<file path="src/rtl/biq_pkg.sv">
// ----------------------------------------------------------------------------
// biq_pkg
// Shared types and constants for the biquad filter core: register indexes,
// multiplier operand selects and the controller to datapath command word.
// ----------------------------------------------------------------------------
package biq_pkg;

    localparam int PART_BITS    = 56;
    localparam int NUM_COEFS    = 5;
    localparam int CFG_IDX_BITS = 3;

    typedef enum logic [CFG_IDX_BITS-1:0] {
        COEF_B0 = 3'd0,
        COEF_B1 = 3'd1,
        COEF_B2 = 3'd2,
        COEF_A1 = 3'd3,
        COEF_A2 = 3'd4
    } t_coef_idx;

    typedef enum logic [2:0] {
        MUL_X_B0 = 3'd0,
        MUL_X_B1 = 3'd1,
        MUL_X_B2 = 3'd2,
        MUL_Y_A1 = 3'd3,
        MUL_Y_A2 = 3'd4
    } t_mul_sel;

    typedef struct packed {
        logic     load_x;
        t_mul_sel mul_sel;
        logic     acc_a_fp;
        logic     acc_a_sp;
        logic     acc_b_load;
        logic     y_load;
        logic     fp_upd;
        logic     sp_upd;
        logic     out_load;
    } t_dp_cmd;

endpackage

</file>
<file path="src/rtl/biq_in_if.sv">
// ----------------------------------------------------------------------------
// biq_in_if
// Input sample channel: valid/ready handshake carrying one audio sample.
// ----------------------------------------------------------------------------
interface biq_in_if #(
    parameter int SAMPLE_BITS = 24
);
    logic                          valid;
    logic                          ready;
    logic signed [SAMPLE_BITS-1:0] sample_in;

    modport source (output valid, output sample_in, input ready);
    modport sink   (input valid, input sample_in, output ready);
endinterface

</file>
<file path="src/rtl/biq_out_if.sv">
// ----------------------------------------------------------------------------
// biq_out_if
// Result channel: valid/ready handshake carrying the filtered sample and flag.
// ----------------------------------------------------------------------------
interface biq_out_if #(
    parameter int SAMPLE_BITS = 24
);
    logic                          valid;
    logic                          ready;
    logic signed [SAMPLE_BITS-1:0] sample_out;
    logic                          clipped;

    modport source (output valid, output sample_out, output clipped, input ready);
    modport sink   (input valid, input sample_out, input clipped, output ready);
endinterface

</file>
<file path="src/rtl/biquad_iir_filter_core.sv">
// ----------------------------------------------------------------------------
// biquad_iir_filter_core
// Second-order IIR filter, transposed direct form II, with programmable
// Q4.28 coefficients, rounded and saturated output and a clip flag.
// ----------------------------------------------------------------------------
// One sample is processed at a time: the next sample is taken only after
// the result of the last one has been handed to the output register, and
// that hand-off waits while the output register still holds a result that
// has not been taken. The pace is set by the single shared multiplier, which
// forms the five coefficient products one after another. A result waiting in
// the output register does not stop the next sample being taken.
// Coefficients reset to pass-through (b0 = 1.0, others zero) and should be
// written only while no sample is in flight.
module biquad_iir_filter_core #(
    parameter int SAMPLE_BITS    = 24,
    parameter int COEF_BITS      = 32,
    parameter int COEF_FRAC_BITS = 28
) (
    input  logic                             i_clk,
    input  logic                             i_rst_n,
    biq_in_if.sink                           i_smp,
    biq_out_if.source                        o_res,
    input  logic                             i_cfg_wr_en,
    input  logic [biq_pkg::CFG_IDX_BITS-1:0] i_cfg_index,
    input  logic [COEF_BITS-1:0]             i_cfg_data
);

    biq_pkg::t_dp_cmd cmd;

    biq_ctrl u_ctrl (
        .i_clk       (i_clk),
        .i_rst_n     (i_rst_n),
        .i_in_valid  (i_smp.valid),
        .o_in_ready  (i_smp.ready),
        .o_out_valid (o_res.valid),
        .i_out_ready (o_res.ready),
        .o_cmd       (cmd)
    );

    biq_datapath #(
        .SAMPLE_BITS    (SAMPLE_BITS),
        .COEF_BITS      (COEF_BITS),
        .COEF_FRAC_BITS (COEF_FRAC_BITS)
    ) u_dp (
        .i_clk       (i_clk),
        .i_rst_n     (i_rst_n),
        .i_cmd       (cmd),
        .i_cfg_wr_en (i_cfg_wr_en),
        .i_cfg_index (i_cfg_index),
        .i_cfg_data  (i_cfg_data),
        .i_sample    (i_smp.sample_in),
        .o_sample    (o_res.sample_out),
        .o_clipped   (o_res.clipped)
    );

endmodule

</file>
<file path="src/rtl/biq_datapath.sv">
// ----------------------------------------------------------------------------
// biq_datapath
// Coefficient registers, shared multiplier, accumulators, rounding and
// saturation, partial-sum state and the result register.
// ----------------------------------------------------------------------------
module biq_datapath #(
    parameter int SAMPLE_BITS    = 24,
    parameter int COEF_BITS      = 32,
    parameter int COEF_FRAC_BITS = 28
) (
    input  logic                              i_clk,
    input  logic                              i_rst_n,
    input  biq_pkg::t_dp_cmd                  i_cmd,
    input  logic                              i_cfg_wr_en,
    input  logic [biq_pkg::CFG_IDX_BITS-1:0]  i_cfg_index,
    input  logic [COEF_BITS-1:0]              i_cfg_data,
    input  logic signed [SAMPLE_BITS-1:0]     i_sample,
    output logic signed [SAMPLE_BITS-1:0]     o_sample,
    output logic                              o_clipped
);

    localparam int PROD_W = SAMPLE_BITS + COEF_BITS;
    localparam int PART_W = biq_pkg::PART_BITS;
    localparam int WIDE_W = (PROD_W > PART_W) ? PROD_W : PART_W;
    localparam int ACC_W  = WIDE_W + 2;

    localparam logic signed [ACC_W:0] ROUND_HALF = (ACC_W + 1)'(1) << (COEF_FRAC_BITS - 1);
    localparam logic signed [ACC_W:0] Y_MAX =
        {{(ACC_W + 2 - SAMPLE_BITS){1'b0}}, {(SAMPLE_BITS - 1){1'b1}}};
    localparam logic signed [ACC_W:0] Y_MIN = ~Y_MAX;
    localparam logic signed [ACC_W-1:0] P_MAX =
        {{(ACC_W + 1 - PART_W){1'b0}}, {(PART_W - 1){1'b1}}};
    localparam logic signed [ACC_W-1:0] P_MIN = ~P_MAX;
    localparam logic [COEF_BITS-1:0] B0_ONE = COEF_BITS'(1) << COEF_FRAC_BITS;

    logic signed [COEF_BITS-1:0]   r_b0, r_b1, r_b2, r_a1, r_a2;
    logic signed [PART_W-1:0]      r_fp, r_sp;
    logic signed [SAMPLE_BITS-1:0] r_x, r_y, r_out_y;
    logic                          r_clip, r_out_clip;
    logic signed [PROD_W-1:0]      r_prod;
    logic signed [ACC_W-1:0]       r_acc_a, r_acc_b;

    logic signed [SAMPLE_BITS-1:0] op_a;
    logic signed [COEF_BITS-1:0]   op_b;
    logic signed [ACC_W-1:0]       prod_ext, add_rhs, sub_lhs, sub_res;
    logic signed [ACC_W:0]         y_sum, y_wide;
    logic                          y_hi, y_lo;
    logic signed [SAMPLE_BITS-1:0] y_sat;
    logic signed [PART_W-1:0]      part_sat;

    // operand select for the shared multiplier
    always_comb begin
        op_a = r_x;
        op_b = r_b0;
        case (i_cmd.mul_sel)
            biq_pkg::MUL_X_B0: begin
                op_a = r_x;
                op_b = r_b0;
            end
            biq_pkg::MUL_X_B1: begin
                op_a = r_x;
                op_b = r_b1;
            end
            biq_pkg::MUL_X_B2: begin
                op_a = r_x;
                op_b = r_b2;
            end
            biq_pkg::MUL_Y_A1: begin
                op_a = r_y;
                op_b = r_a1;
            end
            biq_pkg::MUL_Y_A2: begin
                op_a = r_y;
                op_b = r_a2;
            end
            default: begin
                op_a = r_x;
                op_b = r_b0;
            end
        endcase
    end

    assign prod_ext = ACC_W'(r_prod);
    assign add_rhs  = i_cmd.acc_a_fp ? ACC_W'(r_fp) : ACC_W'(r_sp);
    assign sub_lhs  = i_cmd.fp_upd ? r_acc_a : r_acc_b;
    assign sub_res  = sub_lhs - prod_ext;

    // round half up, then clamp to the sample range
    assign y_sum  = (ACC_W + 1)'(r_acc_a) + ROUND_HALF;
    assign y_wide = y_sum >>> COEF_FRAC_BITS;
    assign y_hi   = y_wide > Y_MAX;
    assign y_lo   = y_wide < Y_MIN;

    always_comb begin
        if (y_hi) begin
            y_sat = Y_MAX[SAMPLE_BITS-1:0];
        end else if (y_lo) begin
            y_sat = Y_MIN[SAMPLE_BITS-1:0];
        end else begin
            y_sat = y_wide[SAMPLE_BITS-1:0];
        end
    end

    always_comb begin
        if (sub_res > P_MAX) begin
            part_sat = P_MAX[PART_W-1:0];
        end else if (sub_res < P_MIN) begin
            part_sat = P_MIN[PART_W-1:0];
        end else begin
            part_sat = sub_res[PART_W-1:0];
        end
    end

    // coefficients and partial sums
    always_ff @(posedge i_clk) begin
        if (!i_rst_n) begin
            r_b0 <= B0_ONE;
            r_b1 <= '0;
            r_b2 <= '0;
            r_a1 <= '0;
            r_a2 <= '0;
            r_fp <= '0;
            r_sp <= '0;
        end else begin
            if (i_cfg_wr_en) begin
                case (biq_pkg::t_coef_idx'(i_cfg_index))
                    biq_pkg::COEF_B0: r_b0 <= i_cfg_data;
                    biq_pkg::COEF_B1: r_b1 <= i_cfg_data;
                    biq_pkg::COEF_B2: r_b2 <= i_cfg_data;
                    biq_pkg::COEF_A1: r_a1 <= i_cfg_data;
                    biq_pkg::COEF_A2: r_a2 <= i_cfg_data;
                    default: ;
                endcase
            end
            if (i_cmd.fp_upd) begin
                r_fp <= part_sat;
            end
            if (i_cmd.sp_upd) begin
                r_sp <= part_sat;
            end
        end
    end

    // working registers
    always_ff @(posedge i_clk) begin
        if (i_cmd.load_x) begin
            r_x <= i_sample;
        end
        r_prod <= op_a * op_b;
        if (i_cmd.acc_a_fp || i_cmd.acc_a_sp) begin
            r_acc_a <= prod_ext + add_rhs;
        end
        if (i_cmd.acc_b_load) begin
            r_acc_b <= prod_ext;
        end
        if (i_cmd.y_load) begin
            r_y    <= y_sat;
            r_clip <= y_hi || y_lo;
        end
        if (i_cmd.out_load) begin
            r_out_y    <= r_y;
            r_out_clip <= r_clip;
        end
    end

    assign o_sample  = r_out_y;
    assign o_clipped = r_out_clip;

endmodule

</file>
<file path="src/rtl/biq_ctrl.sv">
// ----------------------------------------------------------------------------
// biq_ctrl
// Sequencer for one sample: accept, five multiplies, state update and the
// hand-off into the result register.
// ----------------------------------------------------------------------------
module biq_ctrl (
    input  logic             i_clk,
    input  logic             i_rst_n,
    input  logic             i_in_valid,
    output logic             o_in_ready,
    output logic             o_out_valid,
    input  logic             i_out_ready,
    output biq_pkg::t_dp_cmd o_cmd
);

    typedef enum logic [7:0] {
        S_IDLE = 8'b0000_0001,
        S_MB0  = 8'b0000_0010,
        S_MB1  = 8'b0000_0100,
        S_MB2  = 8'b0000_1000,
        S_MA1  = 8'b0001_0000,
        S_MA2  = 8'b0010_0000,
        S_SP   = 8'b0100_0000,
        S_OUT  = 8'b1000_0000
    } t_state;

    t_state r_state, n_state;
    logic   r_out_valid, n_out_valid;
    logic   out_free;

    assign out_free = !r_out_valid || i_out_ready;

    always_comb begin
        n_state          = r_state;
        o_cmd            = '0;
        o_cmd.mul_sel    = biq_pkg::MUL_X_B0;
        case (r_state)
            S_IDLE: begin
                o_cmd.load_x = i_in_valid;
                if (i_in_valid) begin
                    n_state = S_MB0;
                end
            end
            S_MB0: begin
                o_cmd.mul_sel = biq_pkg::MUL_X_B0;
                n_state       = S_MB1;
            end
            S_MB1: begin
                o_cmd.mul_sel  = biq_pkg::MUL_X_B1;
                o_cmd.acc_a_fp = 1'b1;
                n_state        = S_MB2;
            end
            S_MB2: begin
                o_cmd.mul_sel  = biq_pkg::MUL_X_B2;
                o_cmd.y_load   = 1'b1;
                o_cmd.acc_a_sp = 1'b1;
                n_state        = S_MA1;
            end
            S_MA1: begin
                o_cmd.mul_sel    = biq_pkg::MUL_Y_A1;
                o_cmd.acc_b_load = 1'b1;
                n_state          = S_MA2;
            end
            S_MA2: begin
                o_cmd.mul_sel = biq_pkg::MUL_Y_A2;
                o_cmd.fp_upd  = 1'b1;
                n_state       = S_SP;
            end
            S_SP: begin
                o_cmd.sp_upd   = 1'b1;
                o_cmd.out_load = out_free;
                n_state        = out_free ? S_IDLE : S_OUT;
            end
            S_OUT: begin
                o_cmd.out_load = out_free;
                if (out_free) begin
                    n_state = S_IDLE;
                end
            end
            default: begin
                n_state = S_IDLE;
            end
        endcase
    end

    always_comb begin
        if (o_cmd.out_load) begin
            n_out_valid = 1'b1;
        end else if (i_out_ready) begin
            n_out_valid = 1'b0;
        end else begin
            n_out_valid = r_out_valid;
        end
    end

    always_ff @(posedge i_clk) begin
        if (!i_rst_n) begin
            r_state     <= S_IDLE;
            r_out_valid <= 1'b0;
        end else begin
            r_state     <= n_state;
            r_out_valid <= n_out_valid;
        end
    end

    assign o_in_ready  = (r_state == S_IDLE);
    assign o_out_valid = r_out_valid;

endmodule

</file>
<file path="src/flat_wrapper.sv">
// flat-port wrapper written by rule: the top's interface ports become plain ports
module biquad_iir_filter_core_flat 
#(
    parameter int SAMPLE_BITS    = 24,
    parameter int COEF_BITS      = 32,
    parameter int COEF_FRAC_BITS = 28
)
  (i_clk, i_rst_n, i_cfg_wr_en, i_cfg_index, i_cfg_data, i_smp_valid, i_smp_sample_in, i_smp_ready, o_res_valid, o_res_sample_out, o_res_clipped, o_res_ready);
  biq_in_if #(.SAMPLE_BITS(SAMPLE_BITS)) i_smp_i ();
  biq_out_if #(.SAMPLE_BITS(SAMPLE_BITS)) o_res_i ();
  input  logic i_clk;
  input  logic i_rst_n;
  input  logic i_cfg_wr_en;
  input  logic [biq_pkg::CFG_IDX_BITS-1:0] i_cfg_index;
  input  logic [COEF_BITS-1:0] i_cfg_data;
  input wire logic [$bits(i_smp_i.valid)-1:0] i_smp_valid;
  input wire logic [$bits(i_smp_i.sample_in)-1:0] i_smp_sample_in;
  output wire logic [$bits(i_smp_i.ready)-1:0] i_smp_ready;
  output wire logic [$bits(o_res_i.valid)-1:0] o_res_valid;
  output wire logic [$bits(o_res_i.sample_out)-1:0] o_res_sample_out;
  output wire logic [$bits(o_res_i.clipped)-1:0] o_res_clipped;
  input wire logic [$bits(o_res_i.ready)-1:0] o_res_ready;
  assign i_smp_i.valid = i_smp_valid;
  assign i_smp_i.sample_in = i_smp_sample_in;
  assign i_smp_ready = i_smp_i.ready;
  assign o_res_valid = o_res_i.valid;
  assign o_res_sample_out = o_res_i.sample_out;
  assign o_res_clipped = o_res_i.clipped;
  assign o_res_i.ready = o_res_ready;
  biquad_iir_filter_core #(.SAMPLE_BITS(SAMPLE_BITS), .COEF_BITS(COEF_BITS), .COEF_FRAC_BITS(COEF_FRAC_BITS)) u_core (.i_clk(i_clk), .i_rst_n(i_rst_n), .i_smp(i_smp_i), .o_res(o_res_i), .i_cfg_wr_en(i_cfg_wr_en), .i_cfg_index(i_cfg_index), .i_cfg_data(i_cfg_data));
endmodule
</file>
<file path="config.mk">
export PLATFORM = sky130hd
export DESIGN_NAME = biquad_iir_filter_core_flat
export DESIGN_NICKNAME = d
export VERILOG_FILES = /design/src/rtl/biq_pkg.sv /design/src/rtl/biq_in_if.sv /design/src/rtl/biq_out_if.sv /design/src/rtl/biquad_iir_filter_core.sv /design/src/rtl/biq_datapath.sv /design/src/rtl/biq_ctrl.sv /design/src/flat_wrapper.sv
export SDC_FILE = /design/constraint.sdc
export NUM_CORES = 2
export LEC_CHECK = 0
export BUFFER_PORTS_ARGS = -buffer_cell sky130_fd_sc_hd__buf_2
export CAP_MARGIN = 10
export CORE_UTILIZATION = 60
export DETAILED_ROUTE_END_ITERATION = 7
export GPL_TIMING_DRIVEN = 0
export PLACE_DENSITY = 0.83
export SYNTH_ARGS = -nofsm -noshare
export SYNTH_HDL_FRONTEND = slang
export SYNTH_SLANG_ARGS = --single-unit
</file>
<file path="constraint.sdc">
create_clock -name i_clk -period 14.1 [get_ports i_clk]
set_clock_uncertainty 0.05 [all_clocks]
set_input_delay 1.41 -clock i_clk [delete_from_list [all_inputs] [get_ports i_clk]]
set_output_delay 1.41 -clock i_clk [all_outputs]
set_load 0.05 [all_outputs]
</file>
==> impl_metrics.csv <==
group,metric,value,unit
run_status,status,"finished, final reports clean",
worst_setup_path,cp-start-kind,"register",
place,place.gp.congestion,1.037,
clock_network,cts-hold-fix-buffers,0,
die,die-area,89380,um^2
global_routing,grt_pass1_wl,273700,um
global_routing,grt_overflow_total,0,
clock_network,h-tree-depth,2,
place,post-place-cells,7164,
die,die_w,299.0,um
timing,fin_crit,12.68,ns
clock_network,clkSlewWorstSetupHoldPaths,0.06,ns
worst_setup_path,arrival,13.18,ns
die,io_pins,91,
synthesis,synth_edf_count,188,
hold_path,holdPathEnd,"u_core.u_dp.o_clipped$_DFFE_PP_",
synthesis,synth_nets,7016,
clock_network,cts_buffer_depth,3,
worst_setup_path,crit_top_cell,"fa_1",
synthesis,netlist_area,52910,um^2
place,place_area,55090,um^2
clock_network,cts_tree,"done",
timing,rsz0062_at_grt,"no",
job,maxCapViolCount,0,
cells_and_area,fin_nets,7184,
place,port_buffers,89,
synthesis,ys_seq_area_frac,0.2342,
worst_setup_path,worst_r2r_startpoint,"u_core.u_ctrl.r_state[4]$_SDFFE_PN0P_",
worst_setup_path,crit_type,"reg -> reg",
cells_and_area,stdcell_area,57120,um^2
hold_path,min_path_cells,0,
cells_and_area,syn_to_final_growth,7.947,%
synthesis,yosys_warnings,0,
worst_setup_path,slowest_stage,"a31oi_1",
global_routing,grt.busiest_layer,"met2",
worst_setup_path,r2r_slack,1.42,ns
cells_and_area,post_layout_nonfiller_instances,7286,
die,core,87020,um^2
cells_and_area,layout-drive-gt1-share,0.06944,
drt,drc,0,
die,die_h,299.0,um
synthesis,synth_top_area_share,0.2970,
global_routing,grt_max_degree,59,
synthesis,postSynthCellCount,5903,
timing,maxSlewHeadroom,0.07791,
drt,dr.pass1.iters,7,
hold_path,hold_path_class,"reg -> reg",
clock_network,cts.sinks,525,
drt,wl_per_cell,25.14,um
timing,worst_pin_slew,1.369,ns
clock_network,cts_resized,0,
timing,slew_violations,0,
worst_setup_path,critical_path_required,14.60,ns
clock_network,cts_setup_buffers,0,
clock_network,cts_buffers,57,
worst_setup_path,cp_max_fo,12,
clock_network,clockRootBuffer,"clkbuf_16",
hold_path,hold_path_startpoint,"u_core.u_dp.r_clip$_DFFE_PP_",
pwr,powerDensity,122.5,nW/um^2
drt,antenna_left,0,
synthesis,ys.flop_type,"dfxtp_1",
global_routing,use_met2,0.6288,
synthesis,synth.largest_area_cell,"fa_1",
synthesis,syn_area_per_cell,8.964,um^2
global_routing,track_usage,0.4130,
pwr,ir_worst_vdd,0.1113,mV
worst_setup_path,worst_setup_path_end_kind,"register",
synthesis,synth_cell_types,78,
drt,drt-initial-drc-count,5258,
clock_network,clkLatencyLatePin,0.69,ns
synthesis,synth.area.top_cells,"fa_1 (30%), dfxtp_1 (13%), edfxtp_1 (11%)",
worst_setup_path,cpPeakStageDelay,0.94,ns
global_routing,grtUsageMet3,0.1111,
worst_setup_path,r2r_end,"u_core.u_dp.r_prod[54]$_DFF_P_",
global_routing,grt.met1_usage,0.5158,
worst_setup_path,r2r_cells,33,
timing,finalSetupViolations,0,
timing,min_period_over_period,0.8995,
die,row_count,108,
drt,viasPerCell,6.118,
timing,timing_hold_violations_final,0,
die,start_util,0.6080,
global_routing,antenna_found_initial,4,
cells_and_area,n_fill_cell,7170,
global_routing,grt_pass1_vias,44930,
place,hpwl,147000,um
drt,vias,44580,
synthesis,yosys_register_bits,525,
drt,drt-total-wl,183100,um
timing,fmax,78.85,MHz
pwr,cellLeakagePower,25.72,nW
synthesis,synth_async_sr_flop_share,0,
==> layout by cell type, fill, tap and decap left out, types with 32 or more instances in the layout <==
cell,instances
a21boi_0,167
nand2_1,1146
a21o_1,81
ha_1,264
dfxtp_1,337
a31oi_1,52
a22oi_1,65
o221a_2,101
o21bai_1,32
nor2_1,572
a31o_2,33
nand4_1,36
clkbuf_1,279
xor2_1,79
xnor2_1,118
clkbuf_16,62
nand2b_1,41
inv_1,829
nand3_1,54
buf_2,108
a21oi_1,183
fa_1,785
edfxtp_1,188
o21ai_0,122
==> worst max-delay path, delay by kind of cell (launching register included) <==
family	cells	cell delay [ns]
and+or+nand+nor	6	2.03
DFF	1	0.33
buffers and inverters	8	2.49
xor gates and xnor gates	1	0.16
adders and majority gates	8	3.50
AOI/OAI and AO/OA	10	3.99
==> where the power goes <==
| part | internal [mW] | total [mW] | switching [mW] |
|---|---|---|---|
| clock network | 0.890 | 1.57 | 0.677 |
| registers | 1.71 | 1.83 | 0.120 |
| logic | 1.28 | 3.60 | 2.32 |
| total | 3.87 | 7.00 | 3.12 |
==> Yosys cell counts, types with 26 or more instances <==
cell      instances
ha_1            264
nand3_1          54
clkbuf_1        271
a21boi_0        167
inv_1           829
nor2_1          573
dfxtp_1         337
fa_1            785
o21ai_0         122
a31oi_1          52
nand4_1          36
o21bai_1         32
nand2_1        1147
a21oi_1         183
edfxtp_1        188
xor2_1           79
xnor2_1         118
a22oi_1          65
and2_1           26
o221a_2         101
nand2b_1         41
a21o_1           81
a31o_2           33
==> metrics by stage <==
stage                     hold WS (ns)  total power [mW]  setup WS, ns  TNS, ns  utilization
after floorplan                 0.3503             4.234         3.812        0            -
after global placement          0.3585             5.237        -1.034   -5.287       0.6298
after detailed placement        0.3579             5.318         1.877        0       0.6331
after CTS                       0.3717             6.876         1.794        0       0.6558
after global routing            0.4037             7.367         1.250        0       0.6561
final                           0.3696             6.995         1.417        0       0.6564
==> layer usage <==
layer  vias to the layer above  wire, um
li1                      19260         -
met1                     21820     66560
met2                      2827     79700
met3                       673     21930
met4                         0     14950
met5                         -         0
==> worst max-delay path by stage <==
stage | startpoint | endpoint | slack [ns] | depth (start not counted)
final | u_core.u_ctrl.r_state[4]$_SDFFE_PN0P_ | u_core.u_dp.r_prod[54]$_DFF_P_ | 1.42 | 33
after global routing | u_core.u_ctrl.r_state[4]$_SDFFE_PN0P_ | u_core.u_dp.r_prod[54]$_DFF_P_ | 1.25 | 33
after CTS | u_core.u_ctrl.r_state[4]$_SDFFE_PN0P_ | u_core.u_dp.r_prod[54]$_DFF_P_ | 1.79 | 33
after detailed placement | u_core.u_ctrl.r_state[4]$_SDFFE_PN0P_ | u_core.u_dp.r_prod[54]$_DFF_P_ | 1.88 | 33
after global placement | u_core.u_ctrl.r_state[0]$_SDFFE_PN1P_ | u_core.u_dp.r_prod[54]$_DFF_P_ | -1.03 | 31
after floorplan | u_core.u_ctrl.r_state[0]$_SDFFE_PN1P_ | u_core.u_dp.r_prod[54]$_DFF_P_ | 3.81 | 31
==> kinds of logic after synthesis <==
family | Yosys count | share of synthesized area
muxes | 39 | 0.007803
and+or+nand+nor | 2001 | 0.1543
DFF | 525 | 0.2342
buffers and inverters | 1135 | 0.08096
xor gates and xnor gates | 197 | 0.03261
AOI/OAI and AO/OA | 957 | 0.1308
adders and majority gates | 1049 | 0.3594
==> final cells by class <==
type	count	area [um^2]	share of cell area
flip-flops and latches	525	12390	0.2169
multi-input cells	4243	36300	0.6355
diodes	11	27.53	0.0004819
plain buffers	305	1174	0.02055
clock buffers	87	1795	0.03143
well taps	1155	1445	0.02530
repair buffers	109	690.7	0.01209
inverters	830	3115	0.05454
clock inverters	21	180.2	0.003154
==> state kept, by name (all words and copies together), names as in the netlist, 24 cells and up <==
signal and cells:
u_core.u_dp.r_acc_a 58, u_core.u_dp.r_acc_b 56, u_core.u_dp.r_fp 56, u_core.u_dp.r_prod 56
u_core.u_dp.r_sp 56, u_core.u_dp.r_a1 32, u_core.u_dp.r_a2 32, u_core.u_dp.r_b0 32
u_core.u_dp.r_b1 32, u_core.u_dp.r_b2 32, u_core.u_dp.o_sample 24, u_core.u_dp.r_x 24
u_core.u_dp.r_y 24
Note: power is estimated with default switching activity, not from simulation.
